**src/prrts_pkg.sv**
```systemverilog
// Shared types and constants for the task scheduler
`timescale 1ns / 1ps
package prrts_pkg;

	typedef enum logic [1:0] {
		OP_TICK  = 2'd0,
		OP_SCHED = 2'd1,
		OP_SLEEP = 2'd2,
		OP_NONE  = 2'd3
	} opcode_t;

	localparam logic       CFG_ACTIVE   = 1'b0;
	localparam logic       CFG_PRIO     = 1'b1;
	localparam logic [1:0] IDLE_LEVEL   = 2'd3;
	localparam int         LEVELS       = 4;
	localparam int         PRIO_TASKS   = 8;
	localparam logic [3:0] ACTIVE_RESET = 4'd1;

	typedef struct packed {
		logic tick;
		logic sleep;
		logic scan_init;
		logic wake_step;
		logic load_ptr;
		logic reduce_step;
		logic pick_step;
		logic force_idle;
	} cmd_t;

	typedef struct packed {
		logic scan_last;
		logic any_ready;
		logic ptr_big;
		logic pick_hit;
	} sts_t;

endpackage

```
**src/prrts_ctrl.sv**
```systemverilog
// Scheduler controller: accepts commands and sequences the table scans
`timescale 1ns / 1ps
module prrts_ctrl (
	input  logic              clk,
	input  logic              arst_n,
	input  logic              start,
	input  logic [1:0]        opcode,
	input  prrts_pkg::sts_t   sts,
	output prrts_pkg::cmd_t   cmd,
	output logic              busy
);
	import prrts_pkg::*;

	typedef enum logic [4:0] {
		ST_IDLE   = 5'b00001,
		ST_WAKE   = 5'b00010,
		ST_LOAD   = 5'b00100,
		ST_REDUCE = 5'b01000,
		ST_PICK   = 5'b10000
	} state_t;

	state_t state_q, state_d;
	logic   accept;

	assign busy   = (state_q != ST_IDLE);
	assign accept = start && !busy;

	always_comb begin
		state_d = state_q;
		cmd     = '0;
		case (state_q)
			ST_IDLE: begin
				if (accept) begin
					case (opcode)
						OP_TICK:  cmd.tick = 1'b1;
						OP_SLEEP: cmd.sleep = 1'b1;
						OP_SCHED: begin
							cmd.scan_init = 1'b1;
							state_d       = ST_WAKE;
						end
						default: ;
					endcase
				end
			end
			ST_WAKE: begin
				cmd.wake_step = 1'b1;
				if (sts.scan_last) begin
					if (sts.any_ready) begin
						state_d = ST_LOAD;
					end else begin
						cmd.force_idle = 1'b1;
						state_d        = ST_IDLE;
					end
				end
			end
			ST_LOAD: begin
				cmd.load_ptr = 1'b1;
				state_d      = ST_REDUCE;
			end
			ST_REDUCE: begin
				cmd.reduce_step = 1'b1;
				if (!sts.ptr_big) begin
					state_d = ST_PICK;
				end
			end
			ST_PICK: begin
				cmd.pick_step = 1'b1;
				if (sts.pick_hit) begin
					state_d = ST_IDLE;
				end
			end
			default: state_d = ST_IDLE;
		endcase
	end

	always_ff @(posedge clk or negedge arst_n) begin
		if (!arst_n) begin
			state_q <= ST_IDLE;
		end else begin
			state_q <= state_d;
		end
	end

endmodule

```
**src/prrts_dp.sv**
```systemverilog
// Scheduler datapath: tick counter, task table, level pointers, result registers
`timescale 1ns / 1ps
module prrts_dp #(
	parameter int NUM_TASKS = 8
) (
	input  logic              clk,
	input  logic              arst_n,
	input  prrts_pkg::cmd_t   cmd,
	output prrts_pkg::sts_t   sts,
	input  logic [31:0]       sleep_ticks,
	input  logic              cfg_we,
	input  logic              cfg_index,
	input  logic [15:0]       cfg_data,
	output logic              done,
	output logic [2:0]        selected_task,
	output logic [1:0]        selected_level,
	output logic              idle_forced
);
	import prrts_pkg::*;

	localparam int TW = (NUM_TASKS > 1) ? $clog2(NUM_TASKS) : 1;
	localparam int CW = $clog2(NUM_TASKS + 1);

	logic [3:0]    active_q;
	logic [15:0]   prio_q;
	logic [31:0]   tick_q;
	logic [NUM_TASKS-1:0] sleep_q;
	logic [31:0]   wake_q [NUM_TASKS];
	logic [TW-1:0] ptr_q [LEVELS];
	logic [TW-1:0] running_q;
	logic [TW-1:0] pos_q;
	logic          best_vld_q;
	logic [1:0]    best_lvl_q;
	logic          done_q;
	logic [2:0]    res_task_q;
	logic [1:0]    res_lvl_q;
	logic          res_idle_q;

	logic [1:0]    prio_v [NUM_TASKS];
	logic [CW-1:0] n_c;
	logic [CW-1:0] pos_ext;
	logic          wrap;
	logic [TW-1:0] pos_next;
	logic          due;
	logic          ready;
	logic          better;

	for (genvar t = 0; t < NUM_TASKS; t++) begin : g_prio
		if (t == 0 || t >= PRIO_TASKS) begin : g_idle
			assign prio_v[t] = IDLE_LEVEL;
		end else begin : g_cfg
			assign prio_v[t] = prio_q[2*t+1 -: 2];
		end
	end

	always_comb begin
		if (active_q == '0) begin
			n_c = CW'(1);
		end else if (32'(active_q) > NUM_TASKS) begin
			n_c = CW'(NUM_TASKS);
		end else begin
			n_c = CW'(active_q);
		end
	end

	assign pos_ext  = CW'(pos_q);
	assign wrap     = (pos_ext + CW'(1)) == n_c;
	assign pos_next = wrap ? '0 : pos_q + TW'(1);
	assign due      = sleep_q[pos_q] && (tick_q >= wake_q[pos_q]);
	assign ready    = !sleep_q[pos_q] || due;
	assign better   = ready && (!best_vld_q || (prio_v[pos_q] < best_lvl_q));

	assign sts.scan_last = wrap;
	assign sts.any_ready = best_vld_q || ready;
	assign sts.ptr_big   = pos_ext >= n_c;
	assign sts.pick_hit  = (prio_v[pos_q] == best_lvl_q) && !sleep_q[pos_q];

	always_ff @(posedge clk or negedge arst_n) begin
		if (!arst_n) begin
			active_q   <= ACTIVE_RESET;
			prio_q     <= '1;
			tick_q     <= '0;
			sleep_q    <= '0;
			running_q  <= '0;
			pos_q      <= '0;
			best_vld_q <= 1'b0;
			best_lvl_q <= IDLE_LEVEL;
			done_q     <= 1'b0;
			for (int l = 0; l < LEVELS; l++) begin
				ptr_q[l] <= '0;
			end
		end else begin
			done_q <= (cmd.pick_step && sts.pick_hit) || cmd.force_idle;
			if (cfg_we) begin
				if (cfg_index == CFG_ACTIVE) begin
					active_q <= cfg_data[3:0];
				end else begin
					prio_q <= cfg_data;
				end
			end
			if (cmd.tick) begin
				tick_q <= tick_q + 32'd1;
			end
			if (cmd.sleep) begin
				sleep_q[running_q] <= 1'b1;
			end
			if (cmd.scan_init) begin
				pos_q      <= '0;
				best_vld_q <= 1'b0;
			end
			if (cmd.wake_step) begin
				if (due) begin
					sleep_q[pos_q] <= 1'b0;
				end
				if (better) begin
					best_vld_q <= 1'b1;
					best_lvl_q <= prio_v[pos_q];
				end
				pos_q <= pos_next;
			end
			if (cmd.force_idle) begin
				sleep_q[0] <= 1'b0;
				running_q  <= '0;
			end
			if (cmd.load_ptr) begin
				pos_q <= ptr_q[best_lvl_q];
			end
			if (cmd.reduce_step && sts.ptr_big) begin
				pos_q <= TW'(pos_ext - n_c);
			end
			if (cmd.pick_step) begin
				if (sts.pick_hit) begin
					ptr_q[best_lvl_q] <= pos_next;
					running_q         <= pos_q;
				end else begin
					pos_q <= pos_next;
				end
			end
		end
	end

	always_ff @(posedge clk) begin
		if (cmd.sleep) begin
			wake_q[running_q] <= tick_q + sleep_ticks;
		end
		if (cmd.force_idle) begin
			res_task_q <= '0;
			res_lvl_q  <= IDLE_LEVEL;
			res_idle_q <= 1'b1;
		end else if (cmd.pick_step && sts.pick_hit) begin
			res_task_q <= 3'(pos_q);
			res_lvl_q  <= best_lvl_q;
			res_idle_q <= 1'b0;
		end
	end

	assign done           = done_q;
	assign selected_task  = res_task_q;
	assign selected_level = res_lvl_q;
	assign idle_forced    = res_idle_q;

endmodule

```
**src/priority_round_robin_task_scheduler.sv**
```systemverilog
// Top level of the fixed-priority round-robin task scheduler
//
//  channel   handshake        payload
//  command   start / busy     opcode, sleep_ticks
//  result    done (strobe)    selected_task, selected_level, idle_forced
//  config    cfg_we           cfg_index, cfg_data
//
// Tick, sleep and unused opcodes complete in the accepting cycle; busy stays low.
// Schedule: a wake scan over the n active tasks, a pointer load, pointer reduce
// steps and a pick scan (n = active task count), run on the single shared scan
// index over the task table; done pulses the cycle after the pick.
// A new command may be accepted in the cycle done is high.
// arst_n clears the counter, flags, pointers and config to their reset values.
`timescale 1ns / 1ps
module priority_round_robin_task_scheduler #(
	parameter int NUM_TASKS = 8
) (
	input  logic        clk,
	input  logic        arst_n,
	input  logic        start,
	output logic        busy,
	input  logic [1:0]  opcode,
	input  logic [31:0] sleep_ticks,
	output logic        done,
	output logic [2:0]  selected_task,
	output logic [1:0]  selected_level,
	output logic        idle_forced,
	input  logic        cfg_we,
	input  logic        cfg_index,
	input  logic [15:0] cfg_data
);
	import prrts_pkg::*;

	cmd_t cmd;
	sts_t sts;

	prrts_ctrl u_ctrl (
		.clk    (clk),
		.arst_n (arst_n),
		.start  (start),
		.opcode (opcode),
		.sts    (sts),
		.cmd    (cmd),
		.busy   (busy)
	);

	prrts_dp #(
		.NUM_TASKS (NUM_TASKS)
	) u_dp (
		.clk            (clk),
		.arst_n         (arst_n),
		.cmd            (cmd),
		.sts            (sts),
		.sleep_ticks    (sleep_ticks),
		.cfg_we         (cfg_we),
		.cfg_index      (cfg_index),
		.cfg_data       (cfg_data),
		.done           (done),
		.selected_task  (selected_task),
		.selected_level (selected_level),
		.idle_forced    (idle_forced)
	);

endmodule

```
**config.mk**
```make
export PLATFORM = sky130hd
export DESIGN_NAME = priority_round_robin_task_scheduler
export DESIGN_NICKNAME = d
export VERILOG_FILES = /design/src/prrts_pkg.sv /design/src/prrts_ctrl.sv /design/src/prrts_dp.sv /design/src/priority_round_robin_task_scheduler.sv
export SDC_FILE = /design/constraint.sdc
export NUM_CORES = 1
export LEC_CHECK = 0
export BUFFER_PORTS_ARGS = -buffer_cell sky130_fd_sc_hd__clkbuf_2
export CORE_MARGIN = 2
export CORE_UTILIZATION = 65
export CTS_CLUSTER_SIZE = 8
export DETAILED_ROUTE_END_ITERATION = 7
export PLACE_DENSITY_LB_ADDON = 0.3
export SYNTH_ARGS = -nofsm -noshare
export SYNTH_HDL_FRONTEND = slang
export SYNTH_SLANG_ARGS = --single-unit
```
**constraint.sdc**
```tcl
create_clock -name clk -period 6.4 [get_ports clk]
set_clock_uncertainty 0.2 [all_clocks]
set_input_delay 1.6 -clock clk [delete_from_list [all_inputs] [get_ports clk]]
set_output_delay 1.6 -clock clk [all_outputs]
set_load 0.1 [all_outputs]
```
# Yosys cells after proc, flatten, opt, wreduce, memory -nomap -nowiden
# Memories as Yosys holds them, arrays and structs flattened.
# Cells that the tools add are included.
dict set report classes {
  eq_ne 15
  bitwise_logic 6
  addsub 5
  muxes 55
  n_reduce_logical 23
  n_lt_le_gt_ge 11
}
# op count
set op_table {}
lappend op_table {{3-bit two-way mux} 16}
lappend op_table {{32-bit by 1-bit adder with 32-bit output, second input constant} 1}
lappend op_table {{32-bit adder} 1}
lappend op_table {{32-bit greater-or-equal comparator} 1}
lappend op_table {{5-bit two-way mux} 5}
lappend op_table {{5-bit case mux with 5 select lines} 1}
lappend op_table {{8-bit two-way mux} 3}
lappend op_table {{1-bit two-way mux} 19}
lappend op_table {{12-bit bitwise mux} 1}
lappend op_table {{1-bit logical AND} 9}
lappend op_table {{8-bit AND} 1}
lappend op_table {{3-bit by 4-bit < comparator with 1-bit output, second input constant} 2}
lappend op_table {{4-bit two-way mux} 2}
lappend op_table {{8-bit NOT} 1}
lappend op_table {{8-bit bitwise OR} 1}
lappend op_table {{2-bit AND reduction} 4}
lappend op_table {{2-bit binary-select mux with 3-bit select} 1}
lappend op_table {{3-bit binary-select mux with 2-bit select} 1}
lappend op_table {{1-bit demux with 3-bit select} 2}
lappend op_table {{3-bit demux with 2-bit select} 1}
lappend op_table {{3-bit by 1-bit greater-or-equal comparator with 1-bit output, second input constant} 2}
lappend op_table {{2-bit by 1-bit != test with 1-bit output, second input constant} 3}
lappend op_table {{5-bit by 1-bit == test with 1-bit output, second input constant} 1}
lappend op_table {{5-bit by 2-bit == test with 1-bit output, second input constant} 1}
lappend op_table {{28 further kinds} 35}
dict set report totals {
  ff_bits 93
  ramBits 256
  inputBits 55
  memories 1
  output_inout_bits 8
}
# name words width read_ports rd_clocked_by_memory_dff write_ports line_no
set memory_table {}
lappend memory_table {u_dp.wake_q 8 32 1 0 1 prrts_dp.sv:28} ;# logic [31:0] wake_q [NUM_TASKS];

# Logic depth before layout (Yosys ltp)
dict set report depth {
  ltp_word 11
  depth_mapped 16
  mapped_depth_nobuf 13
}

# Modules after synthesis
# A second synthesis with hierarchy kept.
dict set report unflattened {
  cells_unflattened 1081
  hier_area_um2 16251.8
}
# mod cells_per_inst seq_area_each_um2 area_per_inst_um2 instances
set by_module_without_submodules {}
lappend by_module_without_submodules {prrts_dp 1038 9830.7 15887.7 1}
lappend by_module_without_submodules {prrts_ctrl 43 126.4 364.1 1}

# Least setup slack after synthesis
# No wires, ideal clock.
dict set report synth_path {
  path_type {input -> register}
  startpoint {in start}
  endpoint {mem u_dp.wake_q[0][0], enable pin}
  required_ns 5.737
  stages 3
  path_slack_ns 1.495
  arrival_time_ns 4.241
  cell_sequence {nor2b_1 > nand4b_1 > nor3_1}
}
dict set report synth_via {
  elab_chain_len 5
}
# item line_no
set synth_rtl {}
lappend synth_rtl {{from (decl)} priority_round_robin_task_scheduler.sv:20} ;# input logic start,
lappend synth_rtl {{1-bit logical AND} prrts_ctrl.sv:26} ;# assign accept = start && !busy;
lappend synth_rtl {{3-bit two-way mux} prrts_ctrl.sv:33} ;# if (accept) begin
lappend synth_rtl {{3-bit two-way mux} prrts_ctrl.sv:31} ;# case (state_q)
lappend synth_rtl {{1-bit two-way mux} prrts_dp.sv:143} ;# if (cmd.sleep) begin
lappend synth_rtl {{1-bit two-way mux (not written as such)} prrts_dp.sv:144} ;# wake_q[running_q] <= tick_q + sleep_ticks;
lappend synth_rtl {{to (decl)} prrts_dp.sv:28}
# Every way passes these cells.

# Worst setup path in the final report
dict set report layout_path {
  startpoint {reg u_dp.pos_q[2]}
  endpoint {reg u_dp.sleep_q[0]}
}
dict set report layout_via {
  elab_chain_len 9
  elab_cells_between_ends 23
  cone_classes {add/sub: 1; order compare: 3; eq/ne: 1; mux: 10; bitwise: 2; reduce/logical: 5; memory: 1}
}
# item line_no
set layout_rtl {}
lappend layout_rtl {{from (decl)} prrts_dp.sv:31} ;# logic [TW-1:0] pos_q;
lappend layout_rtl {{from (signal assigned)} prrts_dp.sv:119} ;# pos_q <= pos_next;
lappend layout_rtl {{from (signal assigned)} prrts_dp.sv:126} ;# pos_q <= ptr_q[best_lvl_q];
lappend layout_rtl {{from (signal assigned)} prrts_dp.sv:129} ;# pos_q <= TW'(pos_ext - n_c);
lappend layout_rtl {{memory read 8 x 32 bit (tied with other cells)} --}
lappend layout_rtl {{32-bit greater-or-equal comparator (tied with other cells)} prrts_dp.sv:69} ;# assign due = sleep_q[pos_q] && (tick_q >= wake_q[pos_q]);
lappend layout_rtl {{1-bit logical AND (tied with other cells)} prrts_dp.sv:69}
lappend layout_rtl {{1-bit logical OR / 1-bit demux with 3-bit select (equally long branches)} --}
lappend layout_rtl {{1-bit logical OR / 8-bit NOT (equally long branches)} --}
lappend layout_rtl {{1-bit two-way mux / 8-bit AND (equally long branches)} --}
lappend layout_rtl {{1-bit two-way mux / 8-bit two-way mux (equally long branches)} {prrts_ctrl.sv:47, prrts_dp.sv:112}}
lappend layout_rtl {{1-bit two-way mux / 8-bit two-way mux (equally long branches)} {prrts_ctrl.sv:31, prrts_dp.sv:111}}
lappend layout_rtl {{1-bit two-way mux *} prrts_dp.sv:121} ;# if (cmd.force_idle) begin
lappend layout_rtl {{to (signal, indexed assignment)} prrts_dp.sv:105} ;# sleep_q[running_q] <= 1'b1;
lappend layout_rtl {{to (signal, indexed assignment)} prrts_dp.sv:113} ;# sleep_q[pos_q] <= 1'b0;
lappend layout_rtl {{to (signal assigned)} prrts_dp.sv:122} ;# sleep_q[0] <= 1'b0;
lappend layout_rtl {{to (decl)} prrts_dp.sv:27} ;# logic [NUM_TASKS-1:0] sleep_q;
# Mark *: on every way between the ends. The rest lies on a longest branch, timed or not. The select of a mux whose other input is x is not followed.
# A chain may end at the register's enable or synchronous reset.

==> metrics <==
Detailed Routing Iterations Pass 1 5; Leak Pwr slightly below 7 nW; CP max stage cell dfrtp_1; Layout area overhead 14.3%; status finished, final reports clean; Clock Tree Buf Depth 3; antenna viol nets, final 0; CTS Root Cell clkbuf_16; largest net degree at the start of global routing 66; reg2reg path depth 12; syn_area_per_cell 13.5 sq um; number of H-tree levels 2; RSZ-0062 raised after global routing false; clk sinks 347; Max-Cap Viols 0; Slew HR 29.5%; async set-reset flop share out of synthesis 24.5%; type of origin of the critical path register; Global Route Usage Sum 29.5%; hold path depth 1; mapped cell area 15700 sq um; Post-Layout Cell Count 1617; initial antenna violation count 0; hold_sp u_dp.idle_forced; r2r setup slk 1.17 ns; Pwr Density 375 nW/um^2; I/O pins 63; Hold Violations, Final 0; Nets 1385; HP Class reg2reg; Max stage delay on crit path 0.84 ns; final setup violation count 0; CP max FO 18; Slew @ Worst Pin 1.04 ns; mean routed wirelength per cell 23.2 um; Synth Net Count 1291; cts bufs inserted 49; TNS Setup 0 ns; FF+latch count, synth approximately 350; share of layout cells above drive strength 1 16.4%; EDFF count, synth approximately 260; global placement routability congestion approximately 0.90; Ys Warns 0; r2r endpoint u_dp.sleep_q[0]; met2 Use GR 49.0%; FMAX about 0.19 GHz; Hold-fix buffers, CTS 0; # placed instances around 1500; remaining global-route overflow 0; first-pass GRT wire length 58.0 mm; Req. time, crit path 6.58 ns; die width 159 um; maximum VDD drop between 200 and 300 uV; DRT Wirelength approximately 38 mm; design area roughly 18000 sq um; Worst Setup End Kind register; met3 usage around 6.3%; Starting Density between 60% and 70%; Yosys cell types 70; vias per cell 6.65; Die Ht ~160 um; TritonCTS clock tree done; GRT busiest layer met2; DRC 0; critical path arrival 5.41 ns; n_diodes 0; Post-DP Area 16500 sq um; worst path cell trace clkinv_1 > nor3_2 > buf_4 > a22oi_1 > and4_1 > ha_1 > nand4_1 > or3_1 > o31ai_1 > o21ai_0 > a21oi_1 > a211oi_1; Worst setup startpoint u_dp.pos_q[2]; Resized Gates After CTS 0; fill count ~1400; estimated wirelength of the detail-placed design about 23 mm; Reg clk slew, reported paths 0.05 ns; register area share after synthesis a little under two thirds; Die ar. about 25000 sq um; postcts setup bufs 0; kind of critical path reg2reg; synthesized instance count about 1200; # rows 56; Slew Viols, Final 0; Final period util 81.8%; worst skew pair latency around 0.54 ns; Synth Flop Type edfxtp_1; PortBufs 62; Tmin final ~5.2 ns; DRT iter0 DRCs 1167; vias in the first global route 10468; worst hold path endpoint u_dp.idle_forced; core area 23600 sq um; FF-to-FF Start u_dp.pos_q[2]; routed vias 10747; GR Layer Usage met1 39.2%
-- per-layer routing --
layer,routed length (um),share of wire [%],vias up
li1,-,-,4749
met1,14800,39,5349
met2,18400,49,558
met3,3290,8.8,91
met4,1060,2.8,0
met5,0,0,-
-- kinds of logic after synthesis --
family | synth area share (%)
DFF | 63.4
xor gates and xnor gates | 3.29
muxes | 2.54
buffers and inverters | 1.66
adders and majority gates | 5.83
AOI/OAI and AO/OA | 13.2
and+or+nand+nor | 10.1
-- cells in the final DEF (no fill, tap or decap), drive strengths merged, types with 5 or more instances in the layout --
cell / Yosys / routed
xor2: 13 / 13
dfxtp: 6 / 6
nand4: 15 / 15
a22oi: 129 / 129
a21o: 22 / 22
mux4: 5 / 5
or3: 7 / 7
xnor2: 46 / 46
nor3: 21 / 21
and3: 14 / 14
inv: 24 / 25
nand3: 21 / 21
edfxtp: 256 / 256
and4: 37 / 37
dfrtp: 67 / 67
a31oi: 8 / 8
nand2b: 14 / 14
ha: 70 / 70
mux2i: 5 / 5
buf: 4 / 21
nor4: 5 / 5
a21oi: 50 / 50
nor2: 57 / 57
o21ai: 48 / 48
nor2b: 6 / 6
clkbuf: 35 / 150
mux2: 21 / 21
dfstp: 18 / 18
nand2: 71 / 71
-- stage by stage --
| step | util, % | setup slack [ns] | power (mW) | hold slack, ns |
|---|---|---|---|---|
| after global placement | 69.8 | 1.25 | 4.26 | 0.235 |
| after CTS | 76.0 | 1.23 | 6.73 | 0.255 |
| after global routing | 76.0 | 0.815 | 7.00 | 0.278 |
| after detailed placement | 69.8 | 1.19 | 4.30 | 0.243 |
| after floorplan | - | 1.50 | 3.83 | 0.245 |
| final | 76.0 | 1.17 | 6.73 | 0.247 |
-- state kept, by name (all words and copies together), names as in the netlist --
name,count
u_dp.active_q,4
u_dp.best_vld_q,1
u_dp.wake_q,256
u_dp.best_lvl_q,2
u_dp.idle_forced,1
u_dp.running_q,3
u_dp.prio_q,14
u_dp.pos_q,3
u_dp.tick_q,32
u_dp.done,1
u_dp.selected_level,2
u_dp.sleep_q,8
u_dp.ptr_q,12
u_ctrl.state_q,5
u_dp.selected_task,3
-- worst max-delay path: cells and delay by family, from the launching register on --
| family | cells | cell delay (ns) |
|---|---|---|
| DFF | 1 | 0.84 |
| AOI/OAI and AO/OA | 5 | 1.49 |
| and+or+nand+nor | 4 | 1.39 |
| adders and majority gates | 1 | 0.31 |
| buffers and inverters | 2 | 0.84 |
-- Yosys cell counts (all sizes together) (6+ instances only) --
| cell type | n | share of area (%) |
|---|---|---|
| a31oi | 8 | 0.32 |
| inv | 24 | 0.57 |
| or3 | 7 | 0.34 |
| dfxtp | 6 | 0.76 |
| nor3 | 21 | 0.74 |
| nand3 | 21 | 0.67 |
| a21oi | 50 | 1.6 |
| clkbuf | 35 | 0.84 |
| mux2 | 21 | 1.5 |
| nand2b | 14 | 0.56 |
| and4 | 37 | 2.1 |
| nand2 | 71 | 1.7 |
| o21ai | 48 | 1.5 |
| nor2b | 6 | 0.24 |
| ha | 70 | 5.6 |
| dfrtp | 67 | 11 |
| xnor2 | 46 | 2.6 |
| nor2 | 57 | 1.4 |
| nand4 | 15 | 0.60 |
| a22oi | 129 | 6.2 |
| and3 | 14 | 0.59 |
| dfstp | 18 | 3.0 |
| a21o | 22 | 1.1 |
| xor2 | 13 | 0.73 |
| edfxtp | 256 | 49 |
-- cell type report --
cell class                 instances  area (sq um)  share of cell area, %
clock buffer                      89          1420                   7.90
clock inverter                     2          38.8                  0.216
inverter                          26          97.6                  0.544
multi-input combinational        752          5580                   31.1
sequential                       347          9960                   55.5
tap                              319           399                   2.22
timing repair buffer              82           463                   2.58
-- power by group --
part	switching (mW)	internal [mW]
Clock	0.910	1.52
Combinational	1.00	0.581
Sequential	0.116	2.61
-- worst max-delay path by stage --
stage / end / slack, ns / depth (start not counted)
final: u_dp.sleep_q[0] / 1.17 / 12
after global routing: u_dp.sleep_q[0] / 0.81 / 12
after CTS: u_dp.sleep_q[0] / 1.23 / 12
after detailed placement: u_dp.wake_q[5][24] / 1.19 / 12
after global placement: u_dp.wake_q[0][24] / 1.25 / 12
after floorplan: u_dp.wake_q[0][0] / 1.50 / 3
No activity file was read; power rests on OpenSTA's default activity.
